### src/rmq_pkg.sv
// Shared types and codes for the retry message queue.
// No dependencies; imported by the core, both checkers and the testbench.
package rmq_pkg;

   typedef enum logic [2:0] {
      FN_LOAD    = 3'd0,
      FN_SEND    = 3'd1,
      FN_TIMEOUT = 3'd2,
      FN_REMOVE  = 3'd3,
      FN_READ    = 3'd4
   } func_type;

   typedef enum logic [1:0] {
      STS_OK       = 2'd0,
      STS_FULL     = 2'd1,
      STS_TOO_LONG = 2'd2,
      STS_EMPTY    = 2'd3
   } status_type;

   typedef enum logic [1:0] {
      S_IDLE,
      S_COPY,
      S_DONE
   } state_type;

endpackage

### src/retry_message_queue_core.sv
// Retry message queue core: slot metadata in flip-flops, message bytes in rmq_ram.
// Depends on rmq_pkg and rmq_ram.
//
// Issue an item with start while busy is low. Every item yields exactly one result,
// shown for a single cycle with rsp_valid; the receiver cannot stall it, so capture
// it in that cycle. A new item is accepted only after the result of the last one.
// A read answers from the message RAM in the cycle after the item is accepted.
// A remove, or a timeout that gives up, with more than one message queued compacts
// the queue by copying bytes, slot by slot, through the one read port and one write
// port of the message RAM before the result is shown.
module retry_message_queue_core
   import rmq_pkg::*;
#(
   parameter int SLOTS     = 2,
   parameter int MAX_BYTES = 128
) (
   input  logic        clock,
   input  logic        reset,
   input  logic        start,
   output logic        busy,
   input  logic [2:0]  req_func,
   input  logic [7:0]  req_msg_byte,
   input  logic        req_last,
   input  logic [9:0]  req_repeats,
   input  logic [7:0]  req_expected_answer,
   input  logic [23:0] req_timeout_ticks,
   input  logic [7:0]  req_retry_limit,
   input  logic [6:0]  req_read_index,
   output logic        rsp_valid,
   output logic [1:0]  rsp_status,
   output logic [2:0]  rsp_slot_index,
   output logic        rsp_tx_start,
   output logic [7:0]  rsp_tx_length,
   output logic [9:0]  rsp_tx_repeats,
   output logic [23:0] rsp_timer_load,
   output logic        rsp_busy_res,
   output logic [7:0]  rsp_head_expected,
   output logic [3:0]  rsp_pending_count,
   output logic        rsp_gave_up,
   output logic [7:0]  rsp_data_byte
);

   localparam int DEPTH = SLOTS * MAX_BYTES;
   localparam int AW    = $clog2(DEPTH);
   localparam int LW    = $clog2(MAX_BYTES + 1);
   localparam int LCW   = $clog2(MAX_BYTES + 2);
   localparam int CW    = $clog2(SLOTS + 1);
   localparam int SW    = (SLOTS > 1) ? $clog2(SLOTS) : 1;
   localparam int CMPW  = (LW > 7) ? LW : 7;

   state_type        state_ff, state_in;
   logic [CW-1:0]    count_ff, count_in;
   logic [LCW-1:0]   load_cnt_ff, load_cnt_in;
   logic             xmit_ff, xmit_in;
   logic [LW-1:0]    len_ff [SLOTS];
   logic [LW-1:0]    len_in [SLOTS];
   logic [9:0]       rep_ff [SLOTS];
   logic [9:0]       rep_in [SLOTS];
   logic [7:0]       exp_ff [SLOTS];
   logic [7:0]       exp_in [SLOTS];
   logic [23:0]      tmo_ff [SLOTS];
   logic [23:0]      tmo_in [SLOTS];
   logic [7:0]       rty_ff [SLOTS];
   logic [7:0]       rty_in [SLOTS];

   status_type       status_ff, status_in;
   logic [2:0]       slot_ff, slot_in;
   logic             start_ff, start_in;
   logic [23:0]      tload_ff, tload_in;
   logic             gave_ff, gave_in;
   logic             hit_ff, hit_in;

   logic [CW-1:0]    cp_slot_ff, cp_slot_in;
   logic [LW-1:0]    cp_byte_ff, cp_byte_in;
   logic             wr_pend_ff, wr_pend_in;
   logic [AW-1:0]    wr_addr_ff, wr_addr_in;

   logic             accept;
   logic             remove_go;
   logic             ram_we;
   logic [AW-1:0]    ram_waddr;
   logic [7:0]       ram_wdata;
   logic             ram_re;
   logic [AW-1:0]    ram_raddr;
   logic [7:0]       ram_rdata;

   function automatic logic [AW-1:0] slot_base(input logic [CW-1:0] s);
      return AW'(int'(s) * MAX_BYTES);
   endfunction

   assign accept = start && (state_ff == S_IDLE);

   rmq_ram #(
      .WIDTH (8),
      .DEPTH (DEPTH)
   ) u_store (
      .clock   (clock),
      .wr_en   (ram_we),
      .wr_addr (ram_waddr),
      .wr_data (ram_wdata),
      .rd_en   (ram_re),
      .rd_addr (ram_raddr),
      .rd_data (ram_rdata)
   );

   always_comb begin
      logic [LCW-1:0] lc_next;
      logic [SW-1:0]  idx;
      count_in    = count_ff;
      load_cnt_in = load_cnt_ff;
      xmit_in     = xmit_ff;
      len_in      = len_ff;
      rep_in      = rep_ff;
      exp_in      = exp_ff;
      tmo_in      = tmo_ff;
      rty_in      = rty_ff;
      status_in   = status_ff;
      slot_in     = slot_ff;
      start_in    = start_ff;
      tload_in    = tload_ff;
      gave_in     = gave_ff;
      hit_in      = hit_ff;
      cp_slot_in  = cp_slot_ff;
      cp_byte_in  = cp_byte_ff;
      wr_pend_in  = 1'b0;
      wr_addr_in  = wr_addr_ff;
      remove_go   = 1'b0;
      ram_we      = 1'b0;
      ram_waddr   = '0;
      ram_wdata   = req_msg_byte;
      ram_re      = 1'b0;
      ram_raddr   = '0;
      idx         = count_ff[SW-1:0];
      lc_next     = load_cnt_ff;

      if (accept) begin
         status_in  = STS_OK;
         slot_in    = 3'd0;
         start_in   = 1'b0;
         tload_in   = 24'd0;
         gave_in    = 1'b0;
         hit_in     = 1'b0;
         cp_slot_in = '0;
         cp_byte_in = '0;
         case (req_func)
            FN_LOAD: begin
               if (load_cnt_ff < LCW'(MAX_BYTES) && count_ff < CW'(SLOTS)) begin
                  ram_we    = 1'b1;
                  ram_waddr = slot_base(count_ff) + AW'(load_cnt_ff);
               end
               if (load_cnt_ff <= LCW'(MAX_BYTES)) begin
                  lc_next = load_cnt_ff + 1'b1;
               end
               load_cnt_in = lc_next;
               if (req_last) begin
                  if (lc_next > LCW'(MAX_BYTES)) begin
                     status_in = STS_TOO_LONG;
                  end else if (count_ff == CW'(SLOTS)) begin
                     status_in = STS_FULL;
                  end else begin
                     len_in[idx] = LW'(lc_next);
                     rep_in[idx] = req_repeats;
                     exp_in[idx] = req_expected_answer;
                     tmo_in[idx] = req_timeout_ticks;
                     rty_in[idx] = req_retry_limit;
                     count_in    = count_ff + 1'b1;
                     slot_in     = 3'(count_ff);
                  end
                  load_cnt_in = '0;
               end
            end
            FN_SEND: begin
               if (count_ff == '0) begin
                  status_in = STS_EMPTY;
               end else begin
                  start_in = 1'b1;
                  tload_in = tmo_ff[0];
                  xmit_in  = 1'b1;
               end
            end
            FN_TIMEOUT: begin
               if (count_ff == '0) begin
                  status_in = STS_EMPTY;
               end else if (rty_ff[0] != 8'd0) begin
                  rty_in[0] = rty_ff[0] - 8'd1;
                  start_in  = 1'b1;
                  tload_in  = tmo_ff[0];
               end else begin
                  gave_in   = 1'b1;
                  remove_go = 1'b1;
                  xmit_in   = 1'b0;
               end
            end
            FN_REMOVE: begin
               if (count_ff == '0) begin
                  status_in = STS_EMPTY;
               end else begin
                  remove_go = 1'b1;
               end
               xmit_in = 1'b0;
            end
            FN_READ: begin
               if (count_ff == '0) begin
                  status_in = STS_EMPTY;
               end else begin
                  ram_re    = 1'b1;
                  ram_raddr = AW'(req_read_index);
                  hit_in    = CMPW'(req_read_index) < CMPW'(len_ff[0]);
               end
            end
            default: begin
            end
         endcase

         if (remove_go) begin
            for (int i = 0; i < SLOTS - 1; i++) begin
               len_in[i] = len_ff[i+1];
               rep_in[i] = rep_ff[i+1];
               exp_in[i] = exp_ff[i+1];
               tmo_in[i] = tmo_ff[i+1];
               rty_in[i] = rty_ff[i+1];
            end
            len_in[SLOTS-1] = '0;
            rep_in[SLOTS-1] = '0;
            exp_in[SLOTS-1] = '0;
            tmo_in[SLOTS-1] = '0;
            rty_in[SLOTS-1] = '0;
            count_in = count_ff - 1'b1;
         end
      end else if (state_ff == S_COPY) begin
         if (wr_pend_ff) begin
            ram_we    = 1'b1;
            ram_waddr = wr_addr_ff;
            ram_wdata = ram_rdata;
         end
         if (cp_slot_ff < count_ff) begin
            if (cp_byte_ff < len_ff[cp_slot_ff[SW-1:0]]) begin
               ram_re     = 1'b1;
               ram_raddr  = slot_base(CW'(cp_slot_ff + 1'b1)) + AW'(cp_byte_ff);
               wr_pend_in = 1'b1;
               wr_addr_in = slot_base(cp_slot_ff) + AW'(cp_byte_ff);
               cp_byte_in = cp_byte_ff + 1'b1;
            end else begin
               cp_slot_in = cp_slot_ff + 1'b1;
               cp_byte_in = '0;
            end
         end
      end
   end

   always_comb begin
      state_in = state_ff;
      unique case (state_ff)
         S_IDLE: begin
            if (accept) begin
               if (remove_go && count_ff > CW'(1)) begin
                  state_in = S_COPY;
               end else begin
                  state_in = S_DONE;
               end
            end
         end
         S_COPY: begin
            if (cp_slot_ff == count_ff && !wr_pend_ff) begin
               state_in = S_DONE;
            end
         end
         S_DONE: begin
            state_in = S_IDLE;
         end
         default: begin
            state_in = S_IDLE;
         end
      endcase
   end

   always_comb begin
      busy              = (state_ff != S_IDLE);
      rsp_valid         = (state_ff == S_DONE);
      rsp_status        = status_ff;
      rsp_slot_index    = slot_ff;
      rsp_tx_start      = start_ff;
      rsp_timer_load    = tload_ff;
      rsp_busy_res      = xmit_ff;
      rsp_gave_up       = gave_ff;
      rsp_pending_count = 4'(count_ff);
      rsp_data_byte     = hit_ff ? ram_rdata : 8'd0;
      if (count_ff != '0) begin
         rsp_tx_length     = 8'(len_ff[0]);
         rsp_tx_repeats    = rep_ff[0];
         rsp_head_expected = exp_ff[0];
      end else begin
         rsp_tx_length     = 8'd0;
         rsp_tx_repeats    = 10'd0;
         rsp_head_expected = 8'd0;
      end
   end

   always_ff @(posedge clock) begin
      if (reset) begin
         state_ff    <= S_IDLE;
         count_ff    <= '0;
         load_cnt_ff <= '0;
         xmit_ff     <= 1'b0;
         wr_pend_ff  <= 1'b0;
         cp_slot_ff  <= '0;
         cp_byte_ff  <= '0;
         for (int i = 0; i < SLOTS; i++) begin
            len_ff[i] <= '0;
            rep_ff[i] <= '0;
            exp_ff[i] <= '0;
            tmo_ff[i] <= '0;
            rty_ff[i] <= '0;
         end
      end else begin
         state_ff    <= state_in;
         count_ff    <= count_in;
         load_cnt_ff <= load_cnt_in;
         xmit_ff     <= xmit_in;
         wr_pend_ff  <= wr_pend_in;
         cp_slot_ff  <= cp_slot_in;
         cp_byte_ff  <= cp_byte_in;
         len_ff      <= len_in;
         rep_ff      <= rep_in;
         exp_ff      <= exp_in;
         tmo_ff      <= tmo_in;
         rty_ff      <= rty_in;
      end
   end

   always_ff @(posedge clock) begin
      status_ff  <= status_in;
      slot_ff    <= slot_in;
      start_ff   <= start_in;
      tload_ff   <= tload_in;
      gave_ff    <= gave_in;
      hit_ff     <= hit_in;
      wr_addr_ff <= wr_addr_in;
   end

endmodule

### src/rmq_ram.sv
// Generic simple dual-port RAM: one write port, one read port, registered read.
// No dependencies.
module rmq_ram #(
   parameter int WIDTH = 8,
   parameter int DEPTH = 256
) (
   input  logic                     clock,
   input  logic                     wr_en,
   input  logic [$clog2(DEPTH)-1:0] wr_addr,
   input  logic [WIDTH-1:0]         wr_data,
   input  logic                     rd_en,
   input  logic [$clog2(DEPTH)-1:0] rd_addr,
   output logic [WIDTH-1:0]         rd_data
);

   logic [WIDTH-1:0] mem_ff [DEPTH];

   always_ff @(posedge clock) begin
      if (wr_en) begin
         mem_ff[wr_addr] <= wr_data;
      end
      if (rd_en) begin
         rd_data <= mem_ff[rd_addr];
      end
   end

endmodule

### config.mk
export PLATFORM = sky130hd
export DESIGN_NAME = retry_message_queue_core
export DESIGN_NICKNAME = d
export VERILOG_FILES = /design/src/rmq_pkg.sv /design/src/retry_message_queue_core.sv /design/src/rmq_ram.sv
export SDC_FILE = /design/constraint.sdc
export NUM_CORES = 2
export LEC_CHECK = 0
export BUFFER_PORTS_ARGS = -buffer_cell sky130_fd_sc_hd__buf_2
export CAP_MARGIN = 20
export CORE_UTILIZATION = 25
export DETAILED_ROUTE_END_ITERATION = 8
export GPL_TIMING_DRIVEN = 1
export PLACE_DENSITY_LB_ADDON = 0.12
export SYNTH_ARGS = -nofsm -noshare
export SYNTH_HDL_FRONTEND = slang
export SYNTH_SLANG_ARGS = --single-unit
### constraint.sdc
create_clock -name clock -period 10.7 [get_ports clock]
set_input_delay 1.07 -clock clock [delete_from_list [all_inputs] [get_ports clock]]
set_output_delay 1.07 -clock clock [all_outputs]
set_load 0.03 [all_outputs]
==> out/qor.txt <==
Worst-Margin Slew: 1.24 ns
starting density of the core: 0.252
ratio of final minimum period to clock period: 0.607
hold endpoint: tmo_ff[2]
Synth area leader: edfxtp_1
# rows: 218
Worst EP arrival: 7.10 ns
Syn Std Cell Area: 0.0889 mm^2
crit path max fanout: 43
filler cell count: 35600
Post-synth ARST share: 0
WL met1: 145000 um
Tmin final: 6.49 ns
final wirelength: 308000 um
Global Route Usage Sum: 0.167
Place WS: 3.97 ns
Die X: 598 um
final setup fails: 0
EDFF count, synth: 2095
total CTS buffers: 265
Tot Pwr: 0.0183 W
pwr/cell area: 178 mW/mm^2
Seq/Total Area, Yosys: 0.739
CTS Hold Bufs: 0
fin nets: 6695
Avg Inst Size Synth: 13.7 um^2
first-pass GRT wire length: 430000 um
synth cell count leaders: 2095 x edfxtp_1, 1308 x nand2_1, 445 x mux2i_1
Fin. Hold Viols: 0
clk sinks: 2235
Remaining Overflow, GRT: 0
vias per cell: 4.74
Reg clk slew, reported paths: 0.06 ns
Slew Limit Fails: 0
Final HPWL DP: 183000 um
CP endpoint kind: flip-flop
Synth top area share: 0.707
met2 wirelength from detailed routing: 139000 um
crit start category: flip-flop
Post-Synthesis Cells: 6493
uppermost layer routed: met5
port bufs: 140
area occupied by registers: 0.0657 mm^2
Core Area: 0.353 mm^2
clk_skew: 0.0420 ns
top-count cell post-synth: edfxtp_1
DRC: 0
largest net degree at the start of global routing: 164
largest cells by area after synthesis: edfxtp_1 71%, nand2_1 5.5%, mux2i_1 5.0%
clock root cell: clkbuf_16
First-pass DRT Iterations: 5
worst vdd ir: 0.106 mV
post-cts sizing count: 0
setup_tns: 0 ns
Die H: 598 um
Worst R2R Setup Slack: 4.21 ns
area of the multi-input gates: 0.0215 mm^2
top_reg_cell synth: edfxtp_1
Lkg Pwr: 35.7 nW
total number of vias: 54700
final core utilization: 0.291
I/O pin total: 144
Die ar.: 0.358 mm^2
Setup Buffers After CTS: 0
hold path cells: 2
synthesis-to-finish area growth: 15.8%
Max Cap Viol: 0
Post-DP Area: 0.0951 mm^2
design area: 0.103 mm^2
f_max: 154 MHz
relative slew slack: 0.175
Clock Latency Late Sink: 0.89 ns
type of the tightest min-delay check: primary input to flip-flop
R2R depth: 15
flops & latches, synth: 2235
initial antenna violation count: 29
Synth Warn #: 0
Routed wire per std cell: 26.7 um
HP Start: req_timeout_ticks[2]
number of global-route vias before repair: 53300
initial DRC count: 5032
CTS tree: built
Worst Path Required: 11.30 ns
Antenna Nets Post-Route: 0
Crit Path Class: flip-flop to flip-flop
RSZ-0062 raised after global routing: false
reg2reg end: u_store.rd_data[4]
layout cells sized above 1: 0.0984
WL met3: 17900 um
status: finished, final reports clean
RR Startpoint: cp_slot_ff[0]
CTS max path bufs: 4
Final Worst Setup Slack: 4.21 ns
Synth cell types: 76
GPL Wtd Cong: 0.774
H-tree depth: 5
## cell usage in the layout (no fill, tap or decap), types with 18 or more instances in the layout
master / synthesis / final
buf_12: 0 / 18
edfxtp_1: 2095 / 2095
a22o_1: 53 / 53
dfxtp_1: 140 / 140
nand2_1: 1308 / 1282
o22ai_1: 197 / 197
a211oi_1: 58 / 58
clkinv_2: 0 / 32
and3_1: 54 / 54
mux2i_1: 445 / 445
o21ai_0: 137 / 135
inv_1: 26 / 25
a21oi_1: 226 / 225
and2_1: 37 / 37
buf_2: 179 / 142
nor2_1: 378 / 374
clkinv_1: 0 / 50
buf_4: 16 / 106
nand3_1: 353 / 353
nor4_1: 36 / 35
clkbuf_1: 194 / 84
nand4_1: 148 / 148
clkbuf_16: 0 / 269
a31oi_1: 134 / 134
a32oi_1: 44 / 44
nor2b_1: 24 / 24
ha_1: 23 / 23
## routing by layer
metal	vias up	global-route usage
li1	24600	-
met1	28200	0.244
met2	1610	0.261
met3	331	0.0275
met4	2	0.0325
met5	-	0
## sequential cells by signal (all words and copies together), names as in the netlist, 8 cells and up
name,cells
u_store.mem_ff,2048
load_cnt_ff,8
rty_ff,16
wr_addr_ff,8
rsp_timer_load,24
u_store.rd_data,8
len_ff,16
cp_byte_ff,8
rep_ff,20
tmo_ff,48
exp_ff,16
## stage by stage
stage / hold WS (ns) / std cells
global placement: 0.461 / 11100
finish: 0.412 / 11500
CTS: 0.331 / 11500
detailed placement: 0.464 / 11100
global route: 0.355 / 11500
floorplan: 0.439 / 6495
## worst max path at each step
stage / start / to / slack (ns) / cells after the start
2_1_floorplan: state_ff[1] / u_store.mem_ff[0][0] / 5.32 / 7
3_3_place_gp: start / u_store.rd_data[7] / 3.67 / 15
6_report: cp_slot_ff[0] / u_store.rd_data[4] / 4.21 / 15
5_1_grt: cp_slot_ff[0] / u_store.rd_data[4] / 3.99 / 15
4_1_cts: cp_slot_ff[0] / u_store.rd_data[4] / 4.19 / 15
3_5_place_dp: start / u_store.rd_data[4] / 3.97 / 15
## cell families after synthesis
family | after synthesis | synth area share
XOR/XNOR | 25 | 0.00255
multiplexers | 447 | 0.0504
other | 1 | 0.0000422
adder cells (fa/ha/maj) | 23 | 0.00324
buffers and inverters | 454 | 0.0235
AND/OR/NAND/NOR | 2385 | 0.116
flip-flops | 2235 | 0.739
AO/OA/AOI/OAI | 923 | 0.0654
## final cells by class
cell class / count / area share
timing repair buffer: 266 / 0.0181
antenna: 8 / 0.000194
sequential: 2235 / 0.638
clock inverter: 110 / 0.00757
inverter: 26 / 0.000948
tap: 4730 / 0.0575
multi-input combinational: 3806 / 0.209
clock buffer: 355 / 0.0687
## power by group
part | internal, W | switching, W
clock | 0.00474 | 0.00369
combinational | 0.0000608 | 0.000282
sequential | 0.00956 | 0.00000734
total | 0.0144 | 0.00398
## critical path, cell delays in order, from the launching register on
cell	delay, ns
dfxtp_1	0.69
mux2i_1	0.30
ha_1	0.27
o21a_1	0.12
o21ai_0	0.35
or2_1	0.44
a311oi_4	0.15
buf_4	0.32
nand2_8	0.31
buf_4	0.63
buf_4	0.53
o22ai_1	0.17
o21ai_0	0.63
nand4_1	0.36
o21ai_0	0.66
nand4_1	0.18
Note: power is estimated with default switching activity, not from simulation.
